==> config.mk <==
export PLATFORM = sky130hd
export DESIGN_NAME = stepper_step_ramp_generator
export DESIGN_NICKNAME = d
export VERILOG_FILES = /design/src/sv/ssrg_pkg.sv /design/src/sv/stepper_step_ramp_generator.sv
export VERILOG_INCLUDE_DIRS = /design/src /design/src/sv
export SDC_FILE = /design/constraint.sdc
export NUM_CORES = 2
export LEC_CHECK = 0
export BUFFER_PORTS_ARGS = -buffer_cell sky130_fd_sc_hd__clkbuf_2
export CORE_MARGIN = 2
export CORE_UTILIZATION = 55
export DETAILED_ROUTE_END_ITERATION = 8
export GPL_TIMING_DRIVEN = 1
export PLACE_DENSITY_LB_ADDON = 0.3
export SLEW_MARGIN = 20
export SYNTH_ARGS = -nofsm -noshare
export SYNTH_HDL_FRONTEND = slang
export SYNTH_SLANG_ARGS = --single-unit
==> constraint.sdc <==
create_clock -name clk -period 13.26 [get_ports clk]
set_input_delay 1.989 -clock clk [delete_from_list [all_inputs] [get_ports clk]]
set_output_delay 1.989 -clock clk [all_outputs]
set_load 0.02 [all_outputs]
==> src/sv/stepper_step_ramp_generator_assert.svh <==
// assertion macros for the step ramp generator
`ifndef STEPPER_STEP_RAMP_GENERATOR_ASSERT_SVH
`define STEPPER_STEP_RAMP_GENERATOR_ASSERT_SVH

// property that must hold at every clock edge out of reset
`define SSRG_ASSERT_ALWAYS(lbl, expr) \
    lbl: assert property (@(posedge clk) disable iff (!rst_n) (expr)) \
        else $error("ssrg invariant violated");

// consequence in the same cycle
`define SSRG_ASSERT_IMPLIES(lbl, ante, cons) \
    lbl: assert property (@(posedge clk) disable iff (!rst_n) (ante) |-> (cons)) \
        else $error("ssrg implication violated");

// consequence in the next cycle
`define SSRG_ASSERT_NEXT(lbl, ante, cons) \
    lbl: assert property (@(posedge clk) disable iff (!rst_n) (ante) |=> (cons)) \
        else $error("ssrg sequence violated");

`endif

==> src/sv/ssrg_pkg.sv <==
// shared types, codes and reset constants of the step ramp generator
package ssrg_pkg;

    typedef logic [1:0]  action_t;
    typedef logic [2:0]  cfg_idx_t;
    typedef logic [15:0] period_t;
    typedef logic [31:0] count_t;

    // item actions
    localparam action_t ACT_TICK  = 2'd0;
    localparam action_t ACT_START = 2'd1;
    localparam action_t ACT_CHAIN = 2'd2;
    localparam action_t ACT_SET   = 2'd3;

    // configuration register indexes
    localparam cfg_idx_t REG_MIN_PERIOD     = 3'd0;
    localparam cfg_idx_t REG_MAX_PERIOD     = 3'd1;
    localparam cfg_idx_t REG_RAMP_BASE      = 3'd2;
    localparam cfg_idx_t REG_RAMP_DELTA_REF = 3'd3;
    localparam cfg_idx_t REG_RAMP_MAX       = 3'd4;
    localparam cfg_idx_t REG_CHAIN_MAX      = 3'd5;

    // configuration reset values
    localparam period_t MIN_PERIOD_RST  = 16'd100;
    localparam period_t MAX_PERIOD_RST  = 16'd65535;
    localparam period_t RAMP_BASE_RST   = 16'd64;
    localparam period_t DELTA_REF_RST   = 16'd1000;
    localparam period_t RAMP_MAX_RST    = 16'd1024;
    localparam period_t CHAIN_MAX_RST   = 16'd256;

    // shortest ramp of a plain start
    localparam count_t MIN_START_RAMP = 32'd16;

    // serial divider: one quotient bit per cycle
    localparam int DIV_STEPS = 32;
    localparam int DIV_CNT_W = $clog2(DIV_STEPS);

    // ceiling first, then floor
    function automatic period_t clamp_period(period_t p, period_t lo, period_t hi);
        period_t r;
        if (p > hi)
        begin
            r = hi;
        end
        else if (p < lo)
        begin
            r = lo;
        end
        else
        begin
            r = p;
        end
        return r;
    endfunction

endpackage

==> src/sv/stepper_step_ramp_generator.sv <==
// step and direction generator with a linear period ramp
//
// Step and direction generator for a stepper driver. Every input transfer is
// one item: a timer compare tick, a start, a chain or a direct period write,
// and each item gives exactly one result transfer with the pin levels, the
// timer half period, the position, the steps left, the running flag and a
// move-done strobe. A start or chain picks a linear ramp from the current
// period to the clamped target; its length scales with the period change and
// is capped by the ramp registers and the move length. Items are handled one
// at a time and in_ready is low while an item is in work. A tick that
// advances the ramp and a start or chain whose length is scaled both go
// through one shared 32-step restoring divider: S_EVAL, S_DIV, S_QUOT, then
// S_LEN for a start or chain, and S_OUT. A start or chain whose length needs
// no division skips S_DIV and S_QUOT; any other item goes from S_EVAL to
// S_OUT. A finished result waits in the output register while the next
// item is taken; the block stalls only when that result is still untaken as
// the next one completes. Configuration writes are always accepted
// (cfg_ready is tied high) and must only arrive while the block is idle.
`include "stepper_step_ramp_generator_assert.svh"

module stepper_step_ramp_generator (
    input  logic              clk,
    input  logic              rst_n,
    // configuration write channel
    input  logic              cfg_valid,
    output logic              cfg_ready,
    input  ssrg_pkg::cfg_idx_t cfg_index,
    input  logic [15:0]       cfg_data,
    // item channel
    input  logic              in_valid,
    output logic              in_ready,
    input  ssrg_pkg::action_t action,
    input  logic              move_dir,
    input  logic [15:0]       target_period,
    input  logic [31:0]       move_count,
    input  logic              limit_up,
    input  logic              limit_down,
    // result channel
    output logic              out_valid,
    input  logic              out_ready,
    output logic              step_level,
    output logic              dir_level,
    output logic [15:0]       timer_half_period,
    output logic signed [31:0] position,
    output logic [31:0]       steps_remaining,
    output logic              running,
    output logic              move_done
);
    import ssrg_pkg::*;

    // sequencer states
    localparam logic [2:0] S_IDLE = 3'd0;
    localparam logic [2:0] S_EVAL = 3'd1;
    localparam logic [2:0] S_DIV  = 3'd2;
    localparam logic [2:0] S_QUOT = 3'd3;
    localparam logic [2:0] S_LEN  = 3'd4;
    localparam logic [2:0] S_OUT  = 3'd5;

    // what the divider result feeds
    localparam logic DIV_ADV = 1'b0;
    localparam logic DIV_LEN = 1'b1;

    // configuration registers
    period_t min_period_reg;
    period_t max_period_reg;
    period_t ramp_base_reg;
    period_t delta_ref_reg;
    period_t ramp_max_reg;
    period_t chain_max_reg;

    // sequencer
    logic [2:0] state_reg, state_next;

    // captured item
    action_t act_reg;
    logic    mdir_reg;
    period_t target_reg;
    count_t  count_reg;
    logic    lim_up_reg;
    logic    lim_down_reg;

    // motion state
    logic        step_high_reg, step_high_next;
    logic        running_reg, running_next;
    logic        direction_reg, direction_next;
    count_t      steps_left_reg, steps_left_next;
    logic [31:0] position_reg, position_next;
    period_t     ramp_from_reg, ramp_from_next;
    period_t     ramp_to_reg, ramp_to_next;
    period_t     ramp_len_reg, ramp_len_next;
    period_t     ramp_rem_reg, ramp_rem_next;
    period_t     period_reg, period_next;
    logic        done_reg, done_next;
    count_t      len_reg, len_next;

    // shared divider
    logic [31:0]          div_dvd_reg, div_dvd_next;
    logic [15:0]          div_rem_reg, div_rem_next;
    logic [15:0]          div_dsr_reg, div_dsr_next;
    logic [DIV_CNT_W-1:0] div_cnt_reg, div_cnt_next;
    logic                 div_kind_reg, div_kind_next;

    // output register
    logic        out_valid_reg, out_valid_next;
    logic        out_step_reg;
    logic        out_dir_reg;
    period_t     out_period_reg;
    logic [31:0] out_pos_reg;
    count_t      out_steps_reg;
    logic        out_run_reg;
    logic        out_done_reg;

    // datapath helpers
    logic        in_xfer;
    logic        load_out;
    logic        limit_hit;
    count_t      steps_eff;
    count_t      steps_dec;
    period_t     rr_dec;
    logic        ramp_up;
    period_t     ramp_mag;
    period_t     ramp_done;
    period_t     tgt_clamped;
    period_t     ramp_start;
    period_t     new_delta;
    period_t     mul_a;
    period_t     mul_b;
    logic [31:0] product;
    count_t      len_c1;
    count_t      len_c2;
    count_t      len_c3;
    count_t      len_c4;
    logic        chained;
    logic [16:0] div_shift;
    logic [16:0] div_diff;
    logic        div_ge;
    period_t     quot;
    period_t     adv_period;

    assign cfg_ready = 1'b1;
    assign in_ready  = (state_reg == S_IDLE);
    assign in_xfer   = in_valid && in_ready;
    assign load_out  = (state_reg == S_OUT) && (!out_valid_reg || out_ready);

    // tick: limit switch for the direction of travel
    assign limit_hit = direction_reg ? lim_down_reg : lim_up_reg;
    assign steps_eff = limit_hit ? '0 : steps_left_reg;
    assign steps_dec = steps_eff - 32'd1;

    // ramp interpolation operands
    assign rr_dec    = ramp_rem_reg - 16'd1;
    assign ramp_up   = (ramp_to_reg >= ramp_from_reg);
    assign ramp_mag  = ramp_up ? (ramp_to_reg - ramp_from_reg) : (ramp_from_reg - ramp_to_reg);
    assign ramp_done = ramp_len_reg - rr_dec;

    // new ramp end points
    assign tgt_clamped = clamp_period(target_reg, min_period_reg, max_period_reg);
    assign ramp_start  = (period_reg < min_period_reg) ? min_period_reg : period_reg;
    assign new_delta   = (ramp_start >= tgt_clamped) ? (ramp_start - tgt_clamped)
                                                     : (tgt_clamped - ramp_start);

    // one multiplier, shared by ramp steps and ramp length scaling
    assign mul_a   = (act_reg == ACT_TICK) ? ramp_mag : new_delta;
    assign mul_b   = (act_reg == ACT_TICK) ? ramp_done : ramp_base_reg;
    assign product = {16'd0, mul_a} * {16'd0, mul_b};

    // ramp length caps, in the order the move rules apply them
    assign chained = (act_reg == ACT_CHAIN);
    assign len_c1  = (len_reg > {16'd0, ramp_max_reg}) ? {16'd0, ramp_max_reg} : len_reg;
    assign len_c2  = (len_c1 > count_reg) ? count_reg : len_c1;
    assign len_c3  = (!chained && (len_c2 < MIN_START_RAMP) && (count_reg >= MIN_START_RAMP))
                     ? MIN_START_RAMP : len_c2;
    assign len_c4  = (chained && (len_c3 > {16'd0, chain_max_reg}))
                     ? {16'd0, chain_max_reg} : len_c3;

    // restoring division step
    assign div_shift = {div_rem_reg, div_dvd_reg[31]};
    assign div_ge    = (div_shift >= {1'b0, div_dsr_reg});
    assign div_diff  = div_shift - {1'b0, div_dsr_reg};

    // quotient is below the ramp span, so 16 bits hold it
    assign quot       = div_dvd_reg[15:0];
    assign adv_period = ramp_up ? (ramp_from_reg + quot) : (ramp_from_reg - quot);

    // configuration writes
    always_ff @(posedge clk or negedge rst_n)
    begin
        if (!rst_n)
        begin
            min_period_reg <= MIN_PERIOD_RST;
            max_period_reg <= MAX_PERIOD_RST;
            ramp_base_reg  <= RAMP_BASE_RST;
            delta_ref_reg  <= DELTA_REF_RST;
            ramp_max_reg   <= RAMP_MAX_RST;
            chain_max_reg  <= CHAIN_MAX_RST;
        end
        else if (cfg_valid && cfg_ready)
        begin
            unique case (cfg_index)
                REG_MIN_PERIOD:     min_period_reg <= cfg_data;
                REG_MAX_PERIOD:     max_period_reg <= cfg_data;
                REG_RAMP_BASE:      ramp_base_reg  <= cfg_data;
                REG_RAMP_DELTA_REF: delta_ref_reg  <= cfg_data;
                REG_RAMP_MAX:       ramp_max_reg   <= cfg_data;
                REG_CHAIN_MAX:      chain_max_reg  <= cfg_data;
                default:            ;
            endcase
        end
    end

    // item capture, no reset needed
    always_ff @(posedge clk)
    begin
        if (in_xfer)
        begin
            act_reg      <= action;
            mdir_reg     <= move_dir;
            target_reg   <= target_period;
            count_reg    <= move_count;
            lim_up_reg   <= limit_up;
            lim_down_reg <= limit_down;
        end
    end

    // sequencer and motion state update
    always_comb
    begin
        state_next     = state_reg;
        step_high_next = step_high_reg;
        running_next   = running_reg;
        direction_next = direction_reg;
        steps_left_next = steps_left_reg;
        position_next  = position_reg;
        ramp_from_next = ramp_from_reg;
        ramp_to_next   = ramp_to_reg;
        ramp_len_next  = ramp_len_reg;
        ramp_rem_next  = ramp_rem_reg;
        period_next    = period_reg;
        done_next      = done_reg;
        len_next       = len_reg;
        div_dvd_next   = div_dvd_reg;
        div_rem_next   = div_rem_reg;
        div_dsr_next   = div_dsr_reg;
        div_cnt_next   = div_cnt_reg;
        div_kind_next  = div_kind_reg;
        out_valid_next = out_valid_reg;

        if (out_valid_reg && out_ready)
        begin
            out_valid_next = 1'b0;
        end

        unique case (state_reg)
            S_IDLE:
            begin
                if (in_xfer)
                begin
                    done_next  = 1'b0;
                    state_next = S_EVAL;
                end
            end

            S_EVAL:
            begin
                state_next = S_OUT;
                unique case (act_reg) inside
                    ACT_TICK:
                    begin
                        if (running_reg)
                        begin
                            if (step_high_reg)
                            begin
                                step_high_next = 1'b0;
                            end
                            else if (steps_eff == '0)
                            begin
                                // limit hit or nothing left: end of move
                                steps_left_next = '0;
                                running_next    = 1'b0;
                                done_next       = 1'b1;
                            end
                            else
                            begin
                                step_high_next  = 1'b1;
                                steps_left_next = steps_dec;
                                position_next   = direction_reg ? (position_reg - 32'd1)
                                                                : (position_reg + 32'd1);
                                if (steps_dec == '0)
                                begin
                                    running_next = 1'b0;
                                    done_next    = 1'b1;
                                end
                                if (ramp_rem_reg != '0)
                                begin
                                    if ((rr_dec == '0) || (ramp_len_reg == '0))
                                    begin
                                        // last ramp step lands exactly on the target
                                        ramp_rem_next = '0;
                                        period_next   = ramp_to_reg;
                                    end
                                    else
                                    begin
                                        ramp_rem_next = rr_dec;
                                        div_dvd_next  = product;
                                        div_rem_next  = '0;
                                        div_dsr_next  = ramp_len_reg;
                                        div_cnt_next  = '0;
                                        div_kind_next = DIV_ADV;
                                        state_next    = S_DIV;
                                    end
                                end
                            end
                        end
                    end

                    ACT_START,
                    ACT_CHAIN:
                    begin
                        if (count_reg == '0)
                        begin
                            // zero-length start stops, zero-length chain is ignored
                            if (!chained)
                            begin
                                steps_left_next = '0;
                                running_next    = 1'b0;
                            end
                        end
                        else
                        begin
                            direction_next  = mdir_reg;
                            steps_left_next = count_reg;
                            running_next    = 1'b1;
                            ramp_from_next  = ramp_start;
                            ramp_to_next    = tgt_clamped;
                            if (ramp_start == tgt_clamped)
                            begin
                                ramp_len_next = '0;
                                ramp_rem_next = '0;
                                period_next   = tgt_clamped;
                            end
                            else if (new_delta > delta_ref_reg)
                            begin
                                if (delta_ref_reg == '0)
                                begin
                                    len_next   = {16'd0, ramp_max_reg};
                                    state_next = S_LEN;
                                end
                                else
                                begin
                                    // length scales with the period change
                                    div_dvd_next  = product;
                                    div_rem_next  = '0;
                                    div_dsr_next  = delta_ref_reg;
                                    div_cnt_next  = '0;
                                    div_kind_next = DIV_LEN;
                                    state_next    = S_DIV;
                                end
                            end
                            else
                            begin
                                len_next   = {16'd0, ramp_base_reg};
                                state_next = S_LEN;
                            end
                        end
                    end

                    ACT_SET:
                    begin
                        period_next   = tgt_clamped;
                        ramp_rem_next = '0;
                    end

                    default:
                    begin
                        state_next = S_OUT;
                    end
                endcase
            end

            S_DIV:
            begin
                div_rem_next = div_ge ? div_diff[15:0] : div_shift[15:0];
                div_dvd_next = {div_dvd_reg[30:0], div_ge};
                div_cnt_next = div_cnt_reg + DIV_CNT_W'(1);
                if (div_cnt_reg == DIV_CNT_W'(DIV_STEPS - 1))
                begin
                    state_next = S_QUOT;
                end
            end

            S_QUOT:
            begin
                if (div_kind_reg == DIV_ADV)
                begin
                    period_next = clamp_period(adv_period, min_period_reg, max_period_reg);
                    state_next  = S_OUT;
                end
                else
                begin
                    len_next   = div_dvd_reg;
                    state_next = S_LEN;
                end
            end

            S_LEN:
            begin
                if (len_c4 == '0)
                begin
                    ramp_len_next = '0;
                    ramp_rem_next = '0;
                    period_next   = ramp_to_reg;
                end
                else
                begin
                    ramp_len_next = len_c4[15:0];
                    ramp_rem_next = len_c4[15:0];
                    period_next   = ramp_from_reg;
                end
                state_next = S_OUT;
            end

            S_OUT:
            begin
                // hold here while the previous result is still untaken
                if (load_out)
                begin
                    out_valid_next = 1'b1;
                    state_next     = S_IDLE;
                end
            end

            default:
            begin
                state_next = S_IDLE;
            end
        endcase
    end

    always_ff @(posedge clk or negedge rst_n)
    begin
        if (!rst_n)
        begin
            state_reg      <= S_IDLE;
            step_high_reg  <= 1'b0;
            running_reg    <= 1'b0;
            direction_reg  <= 1'b0;
            steps_left_reg <= '0;
            position_reg   <= '0;
            ramp_from_reg  <= '0;
            ramp_to_reg    <= '0;
            ramp_len_reg   <= '0;
            ramp_rem_reg   <= '0;
            period_reg     <= MIN_PERIOD_RST;
            done_reg       <= 1'b0;
            div_cnt_reg    <= '0;
            div_kind_reg   <= DIV_ADV;
            out_valid_reg  <= 1'b0;
        end
        else
        begin
            state_reg      <= state_next;
            step_high_reg  <= step_high_next;
            running_reg    <= running_next;
            direction_reg  <= direction_next;
            steps_left_reg <= steps_left_next;
            position_reg   <= position_next;
            ramp_from_reg  <= ramp_from_next;
            ramp_to_reg    <= ramp_to_next;
            ramp_len_reg   <= ramp_len_next;
            ramp_rem_reg   <= ramp_rem_next;
            period_reg     <= period_next;
            done_reg       <= done_next;
            div_cnt_reg    <= div_cnt_next;
            div_kind_reg   <= div_kind_next;
            out_valid_reg  <= out_valid_next;
        end
    end

    // divider and length datapath, no reset needed
    always_ff @(posedge clk)
    begin
        len_reg     <= len_next;
        div_dvd_reg <= div_dvd_next;
        div_rem_reg <= div_rem_next;
        div_dsr_reg <= div_dsr_next;
    end

    // result register, loaded from the committed state
    always_ff @(posedge clk)
    begin
        if (load_out)
        begin
            out_step_reg   <= step_high_reg;
            out_dir_reg    <= direction_reg;
            out_period_reg <= period_reg;
            out_pos_reg    <= position_reg;
            out_steps_reg  <= steps_left_reg;
            out_run_reg    <= running_reg;
            out_done_reg   <= done_reg;
        end
    end

    assign out_valid         = out_valid_reg;
    assign step_level        = out_step_reg;
    assign dir_level         = out_dir_reg;
    assign timer_half_period = out_period_reg;
    assign position          = $signed(out_pos_reg);
    assign steps_remaining   = out_steps_reg;
    assign running           = out_run_reg;
    assign move_done         = out_done_reg;

    // checks
    `SSRG_ASSERT_ALWAYS(a_rem_within_len, ramp_rem_reg <= ramp_len_reg)
    `SSRG_ASSERT_IMPLIES(a_stopped_no_steps, !running_reg, steps_left_reg == '0)
    `SSRG_ASSERT_NEXT(a_busy_after_transfer, in_valid && in_ready, !in_ready)
    `SSRG_ASSERT_IMPLIES(a_div_nonzero, state_reg == S_DIV, div_dsr_reg != '0)

endmodule
Word-level counts from Yosys, hierarchy flattened
Index checks and enable logic that the tools add are counted.

Flip-flop bits (word level): 487. Bits in latches: 0. Memory bits (writable): 0. Memory bits (read-only): 0. Bits of input ports: 77. Output and inout bits: 87. Word-level logic and storage cells: 309. Memories kept: 0.

Add/subtract/negate cells: 13. Multiply operators: 1. Divide/modulo/power cells: 0. $lt $le $gt $ge: 14. Equal/unequal tests: 52. Shifts and indexed selects: 0. Multiplexer cells: 141. Bitwise gates (word level): 3. Reduce and logical (&&, ||, !) cells: 47.

Operators by type and width (count): $mux 32 (26); $mux 16 (47); $pmux 32 s2 (4); $pmux 16 s2 (5); $pmux 16 s3 (3); $logic_not 32->1 (4); $sub 16x16->16 (7); $gt 32x16->1 (2); $sub 32x1->32 const B (2); $gt 16x16->1 (3); $logic_not 16->1 (3); $lt 16x16->1 (3); $mux 5 (9); $ne 3x3->1 const B (15); $ne 2x2->1 const B (19); $mux 3 (12); $add 32x1->32 const B (1); $ge 16x16->1 (2); $ge 32x5->1 const B (1); $gt 32x32->1 (1); $lt 32x5->1 const B (1); $mul 16x16->32 (1); $mux 1 (28); $reduce_and 11->1 (2); 34 further kinds (70).

Depth between registers and ports, before layout
Depth after elaboration: 14. Gate-level depth with buffers: 54. Gate-level depth less buffers: 51.

Worst setup path before layout
No wires, ideal clock.

Path type: flip-flop to flip-flop. Start point: register min_period_reg[1]. End point: register div_dvd_reg[30], data pin. Setup time: 0.267 ns. Data arrival time: 11.302 ns. Data required time: 12.993 ns. Setup slack: 1.690 ns. Stages on the path, launching flop included: 51. Path buffers: 3. Period minus slack after synthesis: 11.570 ns. Cells stage by stage: dfrtp_1 -> inv_1 -> ha_1 -> a21o_1 -> a21o_1 -> a21oi_1 -> nor2b_1 -> o21ai_0 -> a21oi_1 -> o2111a_1 -> nor4_1 -> o21ai_0 -> a21oi_1 -> buf_2 -> mux2i_1 -> ha_1 -> inv_1 -> fa_1 -> [... 15 more ...] -> inv_1 -> fa_1 -> fa_1 -> inv_1 -> fa_1 -> fa_1 -> ha_1 -> a21o_1 -> a21o_1 -> nor2_1 -> o21ai_0 -> a211o_1 -> a21oi_1 -> o311ai_0 -> a2111o_1 -> a31oi_1 -> xor2_1 -> o21ai_0.

Word-level cells in the longest chain between the ends: 14. Elaborated cells on any way between the ends: 22. Classes of those cells: 2 x add/sub; 1 x mul; 3 x order compare; 16 x mux.

Ends and longest elaborated chain: from (decl) (RTL line stepper_step_ramp_generator.sv:64) `period_t min_period_reg;`; from (signal assigned) (RTL line stepper_step_ramp_generator.sv:200) `REG_MIN_PERIOD: min_period_reg <= cfg_data;`; $lt 16x16->1 (RTL line ssrg_pkg.sv:45) `else if (p < lo)`; $mux 16 (RTL line ssrg_pkg.sv:45); $mux 16 (RTL line ssrg_pkg.sv:41) `if (p > hi)`; $sub 16x16->16, or another cell as far along (RTL line stepper_step_ramp_generator.sv:160) `: (tgt_clamped - ramp_start);`; $mux 16 (*) (RTL line stepper_step_ramp_generator.sv:159) `assign new_delta = (ramp_start >= tgt_clamped) ? (ramp_start - tgt_clamped)`; $mux 16 (*) (RTL line stepper_step_ramp_generator.sv:163) `assign mul_a = (act_reg == ACT_TICK) ? ramp_mag : new_delta;`; $mul 16x16->32 (*) (RTL line stepper_step_ramp_generator.sv:165) `assign product = {16'd0, mul_a} * {16'd0, mul_b};`; $mux 32 (RTL line stepper_step_ramp_generator.sv:295) `if ((rr_dec == '0) || (ramp_len_reg == '0))`; $mux 32 (RTL line stepper_step_ramp_generator.sv:293) `if (ramp_rem_reg != '0)`; $mux 32 (RTL line stepper_step_ramp_generator.sv:275) `else if (steps_eff == '0)`; $mux 32 (RTL line stepper_step_ramp_generator.sv:271) `if (step_high_reg)`; $mux 32 (RTL line stepper_step_ramp_generator.sv:269) `if (running_reg)`; $pmux 32 s2 (*) (RTL line stepper_step_ramp_generator.sv:266) `unique case (act_reg) inside`; $pmux 32 s2 (*) (RTL line stepper_step_ramp_generator.sv:253) `unique case (state_reg)`; named net div_dvd_next[30] (RTL line stepper_step_ramp_generator.sv:97) `logic [31:0] div_dvd_reg, div_dvd_next;`; to (signal assigned) (RTL line stepper_step_ramp_generator.sv:483) `div_dvd_reg <= div_dvd_next;`; to (decl) (RTL line stepper_step_ramp_generator.sv:97).

The timed path passes the listed nets; every way through them passes the cells marked *. The select of a mux whose other input is x is not followed. A chain may end at the register's enable or synchronous reset.

Final worst setup path
Start point: register min_period_reg[1]. End point: register div_dvd_reg[31], data pin.

Same word-level chain as after synthesis.

==> metrics.csv <==
metric,value,unit
path_class,reg2reg,
max_stage_delay,540,ps
cts_root_buf,clkbuf_16,
grt_pass1_vias,33120,
cts_tree,done,
clock-sinks,487,
synthMostInstantiatedCell,nand2_1,
synth_edf_count,233,
worstReg2RegEnd,div_dvd_reg[31],
hpwlAfterDp,94070,um
busiest_layer,met2,
grt_util_all_layers,0.3187,
yosysTopAreaCellShare,0.1691,
numCtsBuffers,54,
pin_count,164,
whs_endpoint,move_done,
nets,5249,
slew_headroom,0.2523,
endpoint_kind,flip-flop,
synthToLayoutAreaGrowth,9.510,%
synth_compound_gate_area_share,0.1505,
initial_core_util,0.5558,
synthAdderAreaFrac,0.2217,
start_kind,flip-flop,
synth_xor_area_frac,0.03450,
htreeDepth,2,
grt_max_degree,119,
clk_pin_slew_worst_paths,60,ps
die_w,278.3,um
tightestPinTransition,1121,ps
layout-drive-gt1-share,0.1248,
antenna_left,0,
via_per_inst,6.154,
ys_seq_area_frac,0.3236,
setup_tns,0,ps
grt_pass1_wl,192900,um
avgSynthCellArea,9.309,sq um
skew,74.21,ps
io_buffers,162,
vias,34320,
reg2reg_slack,850,ps
drcViolationCount,0,
nFillCells,6339,
grt_remaining_overflow,0,
worstHoldStart,done_reg,
ff2ff_path_depth,52,
netlist_area,0.04138,sq mm
antenna_found_initial,5,
synth-main-ff-cell,edfxtp_1,
fmax,80.55,MHz
wl_per_cell,22.17,um
place_congestion,0.9740,
r2r-start,min_period_reg[1],
yosys-top-cells-count,"nand2_1, inv_1, ha_1",
cp.required,13580,ps
use_met3,0.05725,
met2_usage,0.5028,
synth_top_area_cell,edfxtp_1,
drv_slew,0,
slowest_stage,fa_1,
maxCapViolCount,0,
synthTopCellsByArea,"edfxtp_1, dfrtp_1, ha_1, fa_1, nand2_1",
dieArea,0.07744,sq mm
die_y,278.3,um
synth_warnings,0,
finalHoldViolCount,0,
hp-class,reg2reg,
cp.arrival,12730,ps
synth_top_family_by_area,adder cells,
syn-instance-count,4445,
yosysUniqueCellTypes,91,
fp.coreArea,0.07445,sq mm
synth_mux_area_frac,0.06196,
num_rows,100,
grt_util_met1,0.4282,
holdPathStages,0,
yosys.area_share.simple,0.1477,
final.min_clock_period,12410,ps
finalSetupViolations,0,
drt_first_iter_violations,3668,
crit_fanout,16,
largest_reg_flops,64,
firstDrtPassIters,9,
drt-total-wl,123600,um
rsz0062_at_grt,false,
cts_buffer_depth,3,
status,"finished, final reports clean",
async_flop_share,0.5216,
clk_latency,670,ps
ys_seq_elements,487,
fin_crit_sh,0.9362,
-- per-stage QoR --
step           cells  worst slack, ps  utilization  hold slack [ps]  area (sq um)
2_1_floorplan   4460             1690            -            423.1         41430
3_3_place_gp    5469            950.8       0.5814            433.1         43280
3_5_place_dp    5470            692.7       0.5817            438.8         43300
4_1_cts         5572            578.3       0.6075            452.6         45220
5_1_grt         5575            84.76       0.6086            470.5         45310
6_report        5577            845.5       0.6087            451.8         45310
-- cell families (layout without fill, tap and decap cells) --
kind of cell               Yosys count  count (layout)
AOI/OAI and AO/OA                  992             992
xor gates and xnor gates           163             163
adders and majority gates          612             612
buffers and inverters              635             781
DFF                                487             487
muxes                              237             237
other                                2              19
and+or+nand+nor                   1317            1317
-- metal layers --
layer	share of wire	vias up
li1	-	15740
met1	0.41	16590
met2	0.45	1609
met3	0.088	371
met4	0.054	6
met5	0.00030	-
-- cells in the final DEF (no fill, tap or decap), drive strengths merged, types with 202 or more instances in the layout --
cell type / instances
a21oi: 277
clkbuf: 227
dfrtp: 223
edfxtp: 233
fa: 202
ha: 410
inv: 450
nand2: 496
nor2: 313
o21ai: 304
-- area by class of cell --
cell class                      instances  area [sq um]  area share
Tap cell                              969          1212     0.02676
Inverter                              450          1690     0.03730
Multi-Input combinational cell       3338         25740      0.5680
Sequential cell                       487         13390      0.2955
Antenna cell                            2         5.005   0.0001104
Clock buffer                           66          1416     0.03126
Clock inverter                         36         504.2     0.01113
Timing Repair Buffer                  229          1356     0.02993
-- worst max-delay path by stage --
stage | start | to | slack, ps
after floorplan | min_period_reg[1] | div_dvd_reg[30] | 1690
after global placement | min_period_reg[1] | div_dvd_reg[31] | 950
after detailed placement | min_period_reg[1] | div_dvd_reg[31] | 690
after CTS | min_period_reg[1] | div_dvd_reg[31] | 580
after global routing | min_period_reg[1] | div_dvd_reg[31] | 80
final | min_period_reg[1] | div_dvd_reg[31] | 850
-- critical path: cells and delay by family (launching register included) --
kind                       cells  cell delay [ps]
and+or+nand+nor                5              980
AOI/OAI and AO/OA             23             4090
muxes                          3              910
buffers and inverters          9              900
xor gates and xnor gates       2              420
adders and majority gates     10             4260
DFF                            1              470
-- repair_timing --
action	in CTS	in global routing
buffers inserted	0	2
hold buffers	0	0
gates resized for setup	0	4
endpoints found under the setup margin	0	6
Power is left out: the tool's default activity adds up to more than one toggle a clock period on the data nets, which glitch-free logic cannot reach.
